$ cat src/design/cfa_pkg.sv
// Package for the contact force accumulator: payload structs, register
// indexes, fixed-point constants and controller/datapath command types.
// No dependencies.
package cfa_pkg;

	localparam int ACC_W   = 48;           // accumulator width, 40..64, even
	localparam int HALF_W  = ACC_W / 2;    // partial-product piece width
	localparam int SQ_W    = 2 * ACC_W;    // sum of squares width
	localparam int FORCE_W = 40;
	localparam int DT_FRAC = 24;           // Q8.24 dt against Q24.16 force
	localparam int LOW_W   = 16;           // M bits below the saturation compare
	localparam int MH_W    = ACC_W - LOW_W;
	localparam int CMP_W   = (MH_W > 32) ? MH_W : 32;
	localparam int CNT_MAX = (ACC_W > FORCE_W) ? ACC_W : FORCE_W;
	localparam int CNT_W   = $clog2(CNT_MAX);
	localparam int CFG_IDX_W  = 4;
	localparam int CFG_DATA_W = 40;

	localparam logic [31:0] DT_SIXTIETH = 32'd279620;

	// register indexes
	localparam logic [CFG_IDX_W-1:0] REG_SENSOR_X = 4'd0;
	localparam logic [CFG_IDX_W-1:0] REG_SENSOR_Y = 4'd1;
	localparam logic [CFG_IDX_W-1:0] REG_SENSOR_Z = 4'd2;
	localparam logic [CFG_IDX_W-1:0] REG_RADIUS   = 4'd3;
	localparam logic [CFG_IDX_W-1:0] REG_MIN_TH   = 4'd4;
	localparam logic [CFG_IDX_W-1:0] REG_MAX_TH   = 4'd5;
	localparam logic [CFG_IDX_W-1:0] REG_ENABLE   = 4'd6;
	localparam logic [CFG_IDX_W-1:0] REG_STEP_DT  = 4'd7;

	// kind of reading produced at the end of a step
	localparam logic [1:0] KIND_EMPTY = 2'd0;
	localparam logic [1:0] KIND_OFF   = 2'd1;
	localparam logic [1:0] KIND_FORCE = 2'd2;

	typedef struct packed {
		logic signed [31:0] pos_x;
		logic signed [31:0] pos_y;
		logic signed [31:0] pos_z;
		logic signed [31:0] imp_x;
		logic signed [31:0] imp_y;
		logic signed [31:0] imp_z;
		logic               sensor_is_second;
		logic [31:0]        contact_dt;
		logic               last;
		logic               empty_step;
	} cfa_in_t;

	typedef struct packed {
		logic [FORCE_W-1:0] force_res;
		logic               in_contact;
		logic               valid_res;
	} cfa_out_t;

	typedef struct packed {
		logic             load;
		logic             gate;
		logic             mul;
		logic             acc;
		logic             sq;
		logic             sqrt;
		logic             div;
		logic             emit;
		logic             first;
		logic [CNT_W-1:0] cnt;
		logic [1:0]       kind;
	} cfa_cmd_t;

	typedef struct packed {
		logic empty;
		logic last;
		logic enable;
	} cfa_stat_t;

endpackage

$ cat src/design/cfa_ctrl.sv
// Controller for the contact force accumulator: sequencing state machine,
// step counter and output valid flag. Depends on cfa_pkg.
module cfa_ctrl (
	input  logic              clk,
	input  logic              arst_n,
	input  logic              in_valid,
	output logic              in_stall,
	output logic              out_valid,
	input  logic              out_stall,
	input  cfa_pkg::cfa_stat_t stat,
	output cfa_pkg::cfa_cmd_t  cmd
);
	import cfa_pkg::*;

	localparam logic [2:0] ST_IDLE = 3'd0;
	localparam logic [2:0] ST_GATE = 3'd1;
	localparam logic [2:0] ST_MULG = 3'd2;
	localparam logic [2:0] ST_ACC  = 3'd3;
	localparam logic [2:0] ST_SQ   = 3'd4;
	localparam logic [2:0] ST_SQRT = 3'd5;
	localparam logic [2:0] ST_DIV  = 3'd6;
	localparam logic [2:0] ST_FIN  = 3'd7;

	logic [2:0]       state_q;
	logic [CNT_W-1:0] cnt_q;
	logic [1:0]       kind_q;
	logic             out_valid_q;
	logic             accept;
	logic             slot_free;

	assign in_stall  = (state_q != ST_IDLE);
	assign accept    = in_valid && !in_stall;
	assign out_valid = out_valid_q;
	assign slot_free = !out_valid_q || !out_stall;

	// commands to the datapath
	always_comb begin
		cmd       = '0;
		cmd.load  = accept;
		cmd.gate  = (state_q == ST_GATE);
		cmd.mul   = (state_q == ST_MULG);
		cmd.acc   = (state_q == ST_ACC);
		cmd.sq    = (state_q == ST_SQ);
		cmd.sqrt  = (state_q == ST_SQRT);
		cmd.div   = (state_q == ST_DIV);
		cmd.emit  = (state_q == ST_FIN) && slot_free;
		cmd.first = (cnt_q == '0);
		cmd.cnt   = cnt_q;
		cmd.kind  = kind_q;
	end

	// sequencer
	always_ff @(posedge clk or negedge arst_n) begin
		if (!arst_n) begin
			state_q <= ST_IDLE;
			cnt_q   <= '0;
			kind_q  <= KIND_EMPTY;
		end else begin
			unique case (state_q)
				ST_IDLE: begin
					if (accept) state_q <= ST_GATE;
				end
				ST_GATE: begin
					cnt_q <= '0;
					if (stat.empty) begin
						kind_q  <= KIND_EMPTY;
						state_q <= ST_FIN;
					end else begin
						state_q <= ST_MULG;
					end
				end
				ST_MULG: begin
					if (cnt_q == CNT_W'(3)) begin
						cnt_q   <= '0;
						state_q <= ST_ACC;
					end else begin
						cnt_q <= cnt_q + 1'b1;
					end
				end
				ST_ACC: begin
					if (!stat.last) begin
						state_q <= ST_IDLE;
					end else if (!stat.enable) begin
						kind_q  <= KIND_OFF;
						state_q <= ST_FIN;
					end else begin
						state_q <= ST_SQ;
					end
				end
				ST_SQ: begin
					if (cnt_q == CNT_W'(8)) begin
						cnt_q   <= '0;
						state_q <= ST_SQRT;
					end else begin
						cnt_q <= cnt_q + 1'b1;
					end
				end
				ST_SQRT: begin
					if (cnt_q == CNT_W'(ACC_W - 1)) begin
						cnt_q   <= '0;
						state_q <= ST_DIV;
					end else begin
						cnt_q <= cnt_q + 1'b1;
					end
				end
				ST_DIV: begin
					if (cnt_q == CNT_W'(FORCE_W - 1)) begin
						cnt_q   <= '0;
						kind_q  <= KIND_FORCE;
						state_q <= ST_FIN;
					end else begin
						cnt_q <= cnt_q + 1'b1;
					end
				end
				ST_FIN: begin
					if (slot_free) state_q <= ST_IDLE;
				end
				default: state_q <= ST_IDLE;
			endcase
		end
	end

	// output valid flag
	always_ff @(posedge clk or negedge arst_n) begin
		if (!arst_n) begin
			out_valid_q <= 1'b0;
		end else if (cmd.emit) begin
			out_valid_q <= 1'b1;
		end else if (!out_stall) begin
			out_valid_q <= 1'b0;
		end
	end

	a_emit_free: assert property (@(posedge clk) disable iff (!arst_n)
		cmd.emit |-> !(out_valid_q && out_stall))
		else $error("result written over a stalled result");
	a_accept_gate: assert property (@(posedge clk) disable iff (!arst_n)
		accept |=> state_q == ST_GATE)
		else $error("accepted item not sequenced");
	a_sq_cnt: assert property (@(posedge clk) disable iff (!arst_n)
		(state_q == ST_SQ || state_q == ST_MULG) |-> cnt_q <= CNT_W'(8))
		else $error("step counter out of range");
	a_emit_valid: assert property (@(posedge clk) disable iff (!arst_n)
		cmd.emit |=> out_valid_q)
		else $error("emitted result not presented");

endmodule

$ cat config.mk
export PLATFORM = sky130hd
export DESIGN_NAME = cfa_ctrl
export DESIGN_NICKNAME = d
export VERILOG_FILES = /design/src/design/cfa_pkg.sv /design/src/design/cfa_ctrl.sv
export SDC_FILE = /design/constraint.sdc
export NUM_CORES = 1
export LEC_CHECK = 0
export BUFFER_PORTS_ARGS = -buffer_cell sky130_fd_sc_hd__buf_2
export CORE_UTILIZATION = 40
export DETAILED_ROUTE_END_ITERATION = 8
export GPL_TIMING_DRIVEN = 0
export PLACE_DENSITY = 0.71
export REMOVE_ABC_BUFFERS = 1
export SLEW_MARGIN = 20
export SYNTH_ARGS = -nofsm -noshare
export SYNTH_HDL_FRONTEND = slang
export SYNTH_SLANG_ARGS = --single-unit
$ cat constraint.sdc
create_clock -name clk -period 2 [get_ports clk]
set_clock_uncertainty 0.1 [all_clocks]
set_input_delay 0.4 -clock clk [delete_from_list [all_inputs] [get_ports clk]]
set_output_delay 0.4 -clock clk [all_outputs]
set_load 0.005 [all_outputs]
Word-level counts from Yosys, hierarchy flattened
Index checks and enable logic that the tools add are counted.

storage, ports and cells
  bits in registers = 12
  output and inout port bits = 19
  logic and storage cells = 61
  bits of input ports = 7

cells by class
  multiplexer cells = 22
  equality and inequality tests = 21
  reductions and logical operators = 13
  add/subtract/negate cells = 1

operators with widths
  cell                 count
  $pmux 6 s5           1
  $mux 3               8
  $mux 6               4
  $pmux 3 s8           1
  $eq 3x3->1 const B   4
  $eq 6x6->1 const B   2
  $mux 2               5
  $ne 2x1->1 const B   5
  $ne 2x2->1 const B   5
  $add 6x1->6 const B  1
  $eq 3x2->1 const B   2
  $eq 6x2->1 const B   1
  $eq 6x4->1 const B   1
  $logic_not 6->1      1
  $pmux 2 s3           1
  $reduce_and 6->1     1
  $reduce_bool 3->1    2
  $reduce_and 5->1     1
  $reduce_bool 5->1    1
  $eq 3x1->1 const B   1
  $logic_not 1->1      3
  $logic_not 3->1      1
  $logic_and 1x1->1    2
  $mux 1               2
  $logic_or 1x1->1     1

Logic depth before layout (Yosys ltp)
Gate-level depths: netlist (run 1).

  depth after elaboration = 5
  depth in mapped cells = 6

Worst setup path after synthesis (run 1)
Ideal clock, no wire load.

  path kind = register -> register
  start point = register cnt_q[0]
  end point = register cnt_q[4]
  arrival = 1.490 ns
  buffers on the path = 0
  cell stages (with the launch flop) = 7
  setup slack = 0.333 ns
  period minus slack after synthesis = 1.667 ns
  cells stage by stage = dfrtp_1 ha_1 nand4b_1 nor2_2 a2111oi_4 a21oi_1 o21ai_1

on the way
  longest elaborated chain between the ends = 3
  elaborated cells on any way between the ends = 10
  those cells by class = 1 x add/sub; 4 x eq/ne; 5 x mux

RTL lines
  item                                 RTL line         RTL
  start, declared                      cfa_ctrl.sv:25   logic [CNT_W-1:0] cnt_q;
  start signal, assigned               cfa_ctrl.sv:77   cnt_q <= cnt_q + 1'b1;
  start signal, assigned               cfa_ctrl.sv:95   cnt_q <= cnt_q + 1'b1;
  start signal, assigned               cfa_ctrl.sv:103  cnt_q <= cnt_q + 1'b1;
  $add 6x1->6 (tied with other cells)  --
  $mux 6 (on tied branches)            --
  $pmux 6 s5 (*)                       cfa_ctrl.sv:59   unique case (state_q)

Mark *: on every way between the ends. The rest lies on a longest branch, timed or not.
A chain may end at the register's enable or synchronous reset.

==> out/metrics.csv, run 1 <==
stage,metric,value,unit
grt,initial antenna violation count,0,
finish,share of layout cells above drive strength 1,32.61,%
grt,first-pass GRT wire length,3581,um
place,Final GP Congestion,0.8100,
grt,met1 usage,24.31,%
grt,met2 Use GR,32.63,%
worst_hold_path,cell depth of the worst hold path,3,
floorplanning,io pins,26,
cts,CTS root buf,clkbuf_4,
sta,endpoints failing setup,0,
cts,CTS tree,done,
worst_hold_path,worst min path class,primary input to flip-flop,
logic_synthesis,Post-synth EDFFs,0,
finish,register area,306.5,um^2
cts,clk sinks,12,
sta,RSZ-0062 raised after global routing,false,
drt,DRC,0,
place,pre-CTS WS,0.1246,ns
finish,Final nets,149,
cts,Clock H-tree levels,1,
sta,post-route minimum period,1.900,ns
grt,global routing usage on met3,2.830,%
sta,achievable frequency,526.4,MHz
drt,WL/cell,12.63,um
setup_path,worst flop-to-flop path startpoint,cnt_q[0],
power_and_ir_drop,LEAKAGE,0.5133,nW
finish,antenna cells,0,
logic_synthesis,top post-synthesis cells by area,"dfrtp_1, o21ai_0, nand2_1",
logic_synthesis,async set-reset flop share out of synthesis,100.0,%
worst_hold_path,Worst Hold Endpoint,out_valid,
setup_path,R2R Path End,cnt_q[4],
sta,Final TNS setup,0,ns
drt,Pre-antenna DRT Iters,4,
cts,clock buffer depth,2,
logic_synthesis,Yosys reg bits,12,
setup_path,crit path max fanout,9,
floorplanning,initial core utilization,43.25,%
logic_synthesis,ys flop type,dfrtp_1,
logic_synthesis,"area leader, netlist",dfrtp_1,
floorplanning,core outline area,2002,um^2
grt,largest net degree at the start of global routing,21,
logic_synthesis,Yosys cell types,34,
logic_synthesis,syn avg cell area,7.800,um^2
setup_path,worst reg2reg setup slack,0.18,ns
worst_hold_path,Worst Hold Launch,out_stall,
logic_synthesis,Ys Warns,0,
sta,Worst slew margin,73.03,%
grt,vias in the first global route,839,
setup_path,critical path class,flip-flop to primary output,
grt,gr usage total,19.47,%
place,Detailed Place HPWL,1447,um
floorplanning,Die Span Y,48.53,um
finish,Area Growth Syn to Fin,25.58,%
power_and_ir_drop,pwr dens,369.4,nW/um^2
drt,Iteration-0 DRC Markers,23,
sta,worst slew pin tran,0.4046,ns
finish,multi-input combinational cell area,514.2,um^2
logic_synthesis,part of the Yosys area used for sequential elements,34.68,%
floorplanning,# rows,16,
floorplanning,DIE WIDTH,48.53,um
sta,Final Max Slew Viols,0,
finish,FILL cells,206,
cts,worst skew pair latency,0.27,ns
logic_synthesis,share of Yosys cell area claimed by the top area cell type,34.68,%
drt,post-route ant nets,0,
drt,total wire length,2084,um
logic_synthesis,Synth Instances,111,
cts,cts bufs inserted,3,
setup_path,Crit path required time,1.50,ns
finish,final core occ,54.31,%
floorplanning,die area,2355,um^2
power_and_ir_drop,Peak supply drop,303.0,uV
setup_path,Startpoint Class,flip-flop,
drt,vias per cell,5.503,
setup_path,WP data arrival,1.40,ns
logic_synthesis,post-synthesis cell area,865.8,um^2
setup_path,Worst Reg2Reg Path Length in Cells,6,
drt,via count,908,
place,IO buf count,25,
flow_run,Max Cap Viol,0,
status,status,"finished, final reports clean",
grt,total gr overflow,0,
sta,fin crit share,94.99,%
setup_path,CP Capture Type,primary output,
sta,PnR worst setup slack,0.1002,ns
sta,"Hold Violations, Final",0,
grt,gr busiest metal,met2,
cts,Clock transition at path regs,0.07,ns
-- how the worst max path moves through the flow --
stage	from	endpoint	slack (ns)	cells after the start
2_1_floorplan	cnt_q[0]	cnt_q[4]	0.33	6
3_3_place_gp	state_q[0]	cnt_q[4]	0.13	5
3_5_place_dp	state_q[0]	cnt_q[4]	0.12	5
4_1_cts	state_q[1]	cmd[16]	0.05	3
5_1_grt	cnt_q[2]	cmd[8]	0.01	3
6_report	cnt_q[2]	cmd[8]	0.10	3
-- through the flow --
stage	hold slack (ns)	total power [W]	area, um^2	instances
2_1_floorplan	0.004409	0.0002513	829.5	104
3_3_place_gp	0.1941	0.0002628	988.4	156
3_5_place_dp	0.1951	0.0002630	988.4	156
5_1_grt	0.3713	0.0004254	1087	165
4_1_cts	0.3162	0.0004070	1031	160
6_report	0.3269	0.0004016	1087	165
-- per-layer routing --
metal	wire length [um]	vias up	share of wire (%)
li1	-	445	-
met1	964	429	46
met2	988	30	47
met3	103	4	4.9
met4	27	0	1.3
met5	0	-	0
-- sequential cells by signal (all words and copies together), names as in the netlist --
register / flops
cnt_q: 6
state_q: 3
kind_q: 2
out_valid: 1
-- worst max-delay path: stages (launching register included) --
cell and delay (ns):
dfrtp_1 0.50, nor4_4 0.36, and2_1 0.17, buf_2 0.10
-- layout by cell type (no fill, tap or decap) --
cell type / instances
o21ai_1: 1
dfrtp_1: 9
and3_2: 1
mux2_2: 1
clkbuf_4: 4
and4_4: 1
xor2_1: 1
nand2b_1: 2
inv_1: 10
dfrtp_2: 2
dlygate4sd3_1: 1
ha_1: 2
nand2_1: 13
nor2_1: 9
o2bb2ai_1: 2
a21oi_1: 6
o21ai_0: 10
buf_4: 4
buf_2: 25
nor3_1: 2
a2111oi_4: 1
a32o_1: 1
a221oi_1: 1
and2_1: 3
nand3_1: 7
nor4_4: 1
or3_4: 1
nor2b_1: 3
or3_1: 1
dfrtp_4: 1
a31oi_1: 1
a22oi_1: 1
o22ai_1: 4
nor2_2: 3
nand4b_1: 1
mux2i_1: 1
o41ai_1: 1
-- synth_stat cells (all sizes together), types with 2 or more instances --
master and instances:
nand3 7, o21ai 11, o22ai 4, o2bb2ai 2, buf 3, dfrtp 12, and2 3, nand2 13
clkbuf 4, or3 2, ha 2, nor2 12, nor3 2, inv 10, nand2b 2, nor2b 3
a21oi 6
-- power by group --
group / internal, W / switching (W) / leakage (nW)
logic: 0.00000766 / 0.00000960 / 0.360
registers: 0.000242 / 0.0000000000000000000624 / 0.140
clock network: 0.0000696 / 0.0000723 / 0.0138
-- cell type report --
type                    instances  area share (%)
repair buffers                 31           15.88
well taps                      27           3.107
inverters                      10           3.452
flip-flops and latches         12           28.19
multi-input cells              82           47.30
clock buffers                   3           2.071
-- timing repair --
action                     CTS  global route
pin swaps                    0             1
buffers inserted             0             5
setup endpoints to repair    3             4
gates resized for setup      4             4
hold endpoints to repair    12             0
hold buffers                 1             0
-- kinds of logic (layout without fill, tap and decap cells) --
| group | Yosys count | count (layout) | share of synthesized area [%] |
|---|---|---|---|
| and+or+nand+nor | 48 | 48 | 27.75 |
| AOI/OAI and AO/OA | 29 | 29 | 22.69 |
| buffers and inverters | 17 | 44 | 8.525 |
| DFF | 12 | 12 | 34.68 |
| adders and majority gates | 2 | 2 | 2.890 |
| muxes | 2 | 2 | 2.457 |
| xor gates and xnor gates | 1 | 1 | 1.012 |
No activity file was read; power rests on OpenSTA's default activity.
==> run 2, diff against run 1 <==
--- a/config.mk
+++ b/config.mk
@@ -7,6 +7,7 @@
 export LEC_CHECK = 0
 export BUFFER_PORTS_ARGS = -buffer_cell sky130_fd_sc_hd__buf_2
 export CORE_UTILIZATION = 40
+export CTS_BUF_LIST = sky130_fd_sc_hd__clkbuf_8
 export DETAILED_ROUTE_END_ITERATION = 8
 export GPL_TIMING_DRIVEN = 0
 export PLACE_DENSITY = 0.71
==> run 2 against run 1 <==
Net effect:
- register-to-register slack about the same
- routed wire length is 6.3% lower
- critical path depth is the same
- die area is the same
- hold slack gained 0.035 ns
==> out/metrics.csv, run 2 (synthesis results as in run 1) <==
stage,metric,value,unit
cts,worst skew pair latency,0.23,ns
cts,cts bufs inserted,3,
setup_path,WP data arrival,1.41,ns
sta,fin crit share,95.67,%
power_and_ir_drop,pwr dens,441.3,nW/um^2
grt,largest net degree at the start of global routing,21,
sta,worst slew pin tran,0.4070,ns
floorplanning,io pins,26,
drt,WL/cell,12.21,um
grt,initial antenna violation count,0,
finish,antenna cells,0,
setup_path,Crit path required time,1.50,ns
worst_hold_path,Worst Hold Launch,out_stall,
setup_path,worst reg2reg setup slack,0.18,ns
setup_path,Worst Reg2Reg Path Length in Cells,6,
floorplanning,core outline area,2002,um^2
drt,WL met3,100,um
setup_path,Startpoint Class,flip-flop,
finish,Regs by FF count,"cnt_q x6, state_q x3, kind_q x2",
power_and_ir_drop,LEAKAGE,0.4933,nW
power_and_ir_drop,Final Power,0.0004688,W
drt,DRC,0,
grt,vias in the first global route,825,
drt,post-route ant nets,0,
drt,Iteration-0 DRC Markers,10,
setup_path,critical path launch point,state_q[1],
worst_hold_path,Worst Hold Endpoint,out_valid,
place,Detailed Place HPWL,1447,um
sta,Final TNS setup,0,ns
grt,gr usage total,19.33,%
sta,"Hold Violations, Final",0,
finish,share of layout cells above drive strength 1,30.83,%
finish,final core occ,53.06,%
sta,achievable frequency,522.6,MHz
setup_path,R2R Path End,cnt_q[4],
finish,"most common cell after layout, fill and taps aside",buf_2,
finish,Finished Cell Area,1062,um^2
cts,clock buffer depth,2,
cts,CTS root buf,clkbuf_8,
power_and_ir_drop,Peak supply drop,336.6,uV
floorplanning,initial core utilization,43.25,%
cts,Clock H-tree levels,1,
place,placed cell areas,988.4,um^2
finish,Area Growth Syn to Fin,22.69,%
status,status,"finished, final reports clean",
setup_path,critical path class,flip-flop to primary output,
grt,first-pass GRT wire length,3553,um
floorplanning,# rows,16,
grt,total gr overflow,0,
floorplanning,Die Span Y,48.53,um
sta,post-route minimum period,1.913,ns
place,IO buf count,25,
cts,CTS tree,done,
cts,Clock transition at path regs,0.05,ns
worst_hold_path,worst min path class,primary input to flip-flop,
floorplanning,DIE WIDTH,48.53,um
finish,Final nets,144,
setup_path,worst flop-to-flop path startpoint,cnt_q[0],
drt,via count,863,
finish,most frequent cells in the layout,"buf_2, nand2_1, inv_1, o21ai_0",
sta,endpoints failing setup,0,
drt,vias per cell,5.394,
place,Final GP Congestion,0.8100,
drt,total wire length,1953,um
flow_run,Max Cap Viol,0,
drt,Highest Signal Layer,met4,
drt,Met1 Wirelength,920,um
sta,RSZ-0062 raised after global routing,true,
floorplanning,die area,2355,um^2
sta,Worst slew margin,72.87,%
setup_path,crit path max fanout,20,
cts,Post-CTS Setup Repair Bufs,0,
drt,met2 WL,904,um
worst_hold_path,cell depth of the worst hold path,3,
sta,Final Max Slew Viols,0,
drt,Pre-antenna DRT Iters,4,
cts,clk sinks,12,
setup_path,CP Capture Type,primary output,
finish,Largest register FFs,6,
finish,Largest Register,cnt_q,
[run 2: repair_timing]
action	4_1_cts	5_1_grt
hold buffers	1	0
resized for setup	1	7
endpoints found under the setup margin	2	12
gates cloned	0	0
hold endpoints to repair	12	0
[run 2: worst max-delay path by stage]
| stage | cells after the start | to | slack [ns] |
|---|---|---|---|
| floorplan | 6 | cnt_q[4] | 0.33 |
| global placement | 5 | cnt_q[4] | 0.13 |
| detailed placement | 5 | cnt_q[4] | 0.12 |
| CTS | 3 | cmd[8] | 0.01 |
| global route | 3 | cmd[16] | 0.002 |
| finish | 3 | cmd[16] | 0.09 |
[run 2: layer usage]
layer / up-vias / GRT usage (%)
met4: 0 / 9.804
met1: 399 / 24.12
met2: 28 / 32.16
met3: 4 / 3.145
met5: - / 0
li1: 432 / -
[run 2: where the power goes]
part | leakage (nW) | internal, W | total, W | switching, W
sequential | 0.140 | 0.000243 | 0.000243 | 0.0000000000000000000667
combinational | 0.332 | 0.00000765 | 0.0000171 | 0.00000945
clock | 0.0216 | 0.000132 | 0.000208 | 0.0000767
total | 0.493 | 0.000383 | 0.000469 | 0.0000861
[run 2: cell type report]
type                    instances  area (um^2)
multi-input cells              82        508.0
clock buffers                   3        41.29
flip-flops and latches         12        306.5
well taps                      27        33.78
inverters                      10        37.54
repair buffers                 26        135.1
fillers                       204        939.7
[run 2: stage by stage]
stage          hold slack, ns  cells  setup slack, ns
2_1_floorplan        0.004409    104           0.3333
3_3_place_gp           0.1941    156           0.1323
3_5_place_dp           0.1951    156           0.1246
4_1_cts                0.3527    160          0.01363
5_1_grt                0.4076    160         0.001613
6_report               0.3624    160          0.08666
[run 2: critical path: stages, from the launching register on]
cell and delay (ns):
dfrtp_4 0.57, or3_4 0.40, nor2_1 0.09, buf_2 0.12
==> run 3, diff against run 2 <==
--- a/config.mk
+++ b/config.mk
@@ -5,6 +5,7 @@
 export SDC_FILE = /design/constraint.sdc
 export NUM_CORES = 1
 export LEC_CHECK = 0
+export ABC_AREA = 1
 export BUFFER_PORTS_ARGS = -buffer_cell sky130_fd_sc_hd__buf_2
 export CORE_UTILIZATION = 40
 export CTS_BUF_LIST = sky130_fd_sc_hd__clkbuf_8
==> run 3 against run 2 <==
Net effect:
- final cell count rose by 8.8%
- flip-flop and latch count stayed put
- synthesized area is 6.5% lower
- maximum frequency rose by 7.8%
- largest power group is now combinational logic
- highest routed layer unchanged
==> out/metrics.csv, run 3 <==
stage,metric,value,unit
status,status,"finished, final reports clean",
grt,gr usage total,20.26,%
sta,Final TNS setup,0,ns
finish,Final nets,159,
place,Final GP Congestion,0.8196,
grt,total gr overflow,0,
grt,initial antenna violation count,0,
setup_path,crit path max fanout,6,
finish,most frequent cells in the layout,"nand2_1, buf_2, inv_1, nand3_1, nor2_1",
logic_synthesis,Yosys reg bits,12,
sta,RSZ-0062 raised after global routing,false,
place,Detailed Place HPWL,1429,um
setup_path,"critical path, cell by cell",inv_1 -> nand2_1 -> nor2_1 -> buf_2,
finish,Largest Register,cnt_q,
power_and_ir_drop,LEAKAGE,0.6145,nW
setup_path,WP data arrival,1.28,ns
drt,Pre-antenna DRT Iters,4,
place,IO buf count,25,
logic_synthesis,syn avg cell area,6.746,um^2
setup_path,max incr delay on CP,0.43,ns
floorplanning,io pins,26,
cts,clock buffer depth,2,
logic_synthesis,Ys Warns,0,
worst_hold_path,worst min path class,primary input to flip-flop,
power_and_ir_drop,Peak supply drop,770.0,uV
cts,Clock H-tree levels,1,
setup_path,critical path class,flip-flop to primary output,
floorplanning,die area,2208,um^2
setup_path,Crit-path slowest cell,dfrtp_1,
sta,"Hold Violations, Final",0,
floorplanning,Die Span Y,46.99,um
logic_synthesis,Yosys cell types,20,
logic_synthesis,post-synthesis cell area,809.5,um^2
sta,fin crit share,88.76,%
floorplanning,core outline area,1802,um^2
cts,Post-CTS Setup Repair Bufs,0,
drt,Iteration-0 DRC Markers,12,
sta,Worst slew margin,80.73,%
finish,Area Growth Syn to Fin,26.43,%
floorplanning,initial core utilization,44.93,%
setup_path,Startpoint Class,flip-flop,
sta,Final Max Slew Viols,0,
setup_path,CP Capture Type,primary output,
grt,first-pass GRT wire length,3029,um
drt,via count,832,
cts,cts bufs inserted,3,
logic_synthesis,async set-reset flop share out of synthesis,100.0,%
cts,Clock transition at path regs,0.06,ns
logic_synthesis,ys flop type,dfrtp_1,
grt,largest net degree at the start of global routing,13,
drt,vias per cell,4.782,
floorplanning,DIE WIDTH,46.99,um
logic_synthesis,"count leader, synth",nand2_1,
logic_synthesis,part of the Yosys area used for sequential elements,37.09,%
sta,post-route minimum period,1.775,ns
finish,final core occ,56.81,%
cts,worst skew pair latency,0.24,ns
sta,achievable frequency,563.3,MHz
finish,post-route insts no fill,174,
finish,Largest register FFs,6,
sta,worst hold slack,0.2783,ns
place,Post-Place Cells,169,
drt,DRC,0,
cts,CTS tree,done,
grt,vias in the first global route,691,
drt,post-route ant nets,0,
finish,share of layout cells above drive strength 1,24.83,%
sta,worst slew pin tran,0.2890,ns
logic_synthesis,"area leader, netlist",dfrtp_1,
logic_synthesis,share of Yosys cell area claimed by the top area cell type,37.09,%
sta,endpoints failing setup,0,
logic_synthesis,Post-synth EDFFs,0,
logic_synthesis,most frequent cells after synthesis,"nand2_1, inv_1, nand3_1, nor2_1, dfrtp_1",
cts,clk sinks,12,
finish,Regs by FF count,"cnt_q x6, state_q x3, kind_q x2",
flow_run,Max Cap Viol,0,
logic_synthesis,top post-synthesis cells by area,"dfrtp_1, nand2_1, nand3_1",
finish,antenna cells,0,
finish,"most common cell after layout, fill and taps aside",nand2_1,
setup_path,Crit path required time,1.50,ns
power_and_ir_drop,pwr dens,1356,nW/um^2
drt,total wire length,1847,um
drt,WL/cell,10.61,um
power_and_ir_drop,Final Power,0.001388,W
cts,CTS root buf,clkbuf_8,
floorplanning,# rows,15,
logic_synthesis,Synth Instances,120,
run 3: cell types whose count changed in the layout (fill, tap and decap cells not counted), moves of 4 or more:
cell     change
a21oi_1      -5
inv_1        +4
nand2_1     +31
nand3_1      +7
nor2_1       +4
o21ai_0      -9
o22ai_1      -4
run 3: cell type report:
| cell class | instances | area [um^2] |
|---|---|---|
| clock buffers | 4 | 55.05 |
| inverters | 14 | 52.55 |
| fillers | 198 | 778.2 |
| multi-input cells | 93 | 449.2 |
| flip-flops and latches | 12 | 300.3 |
| repair buffers | 26 | 135.1 |
| well taps | 25 | 31.28 |
run 3: kinds of logic (layout without fill, tap and decap cells):
| kind of cell | Yosys count | in the layout | synth area share [%] |
|---|---|---|---|
| compound gates | 5 | 5 | 3.554 |
| xor+xnor | 3 | 3 | 3.246 |
| flops | 12 | 12 | 37.09 |
| simple gates | 83 | 83 | 45.60 |
| buf+inv | 15 | 44 | 7.419 |
| fa+ha+maj | 2 | 2 | 3.091 |
run 3: critical path, delay by kind of cell (launching register included):
family	cells	cell delay [ns]
simple gates	2	0.31
buf+inv	2	0.29
flops	1	0.43
run 3: per-stage QoR:
stage,area [um^2],setup WS [ns]
2_1_floorplan,802.0,0.5634
3_3_place_gp,958.4,0.3811
3_5_place_dp,958.4,0.3752
4_1_cts,1023,0.2211
5_1_grt,1023,0.1140
6_report,1023,0.2248
run 3: final timing paths:
kind | from | to | slack, ns | depth (start not counted)
worst max-delay path | state_q[0] | cmd[14] | 0.22 | 4
worst max register to register | cnt_q[0] | cnt_q[4] | 0.39 | 6
max in group asynchronous | arst_n | state_q[0] | 1.11 | 2
worst min-delay path | out_stall | out_valid | 0.28 | 3
worst min register to register | kind_q[0] | kind_q[0] | 0.38 | 2
min in group asynchronous | arst_n | state_q[1] | 0.47 | 2
run 3: power breakdown:
part           total [W]  leakage (nW)  switching, W  internal (W)
logic           0.000720         0.426      0.000442      0.000277
clock network   0.000267        0.0288     0.0000929      0.000174
registers       0.000401         0.160     0.0000849      0.000317
run 3: repair_timing:
action,4_1_cts,5_1_grt
hold buffers,1,0
resized for setup,0,0
endpoints found under the hold margin,12,0
run 3: routing by layer:
layer / GRT usage, % / vias up / routed length [um]
met3: 7.308 / 5 / 110
met1: 28.40 / 363 / 921
li1: - / 439 / -
met5: 0 / - / 0
met4: 8.571 / 0 / 35
met2: 28.06 / 25 / 779
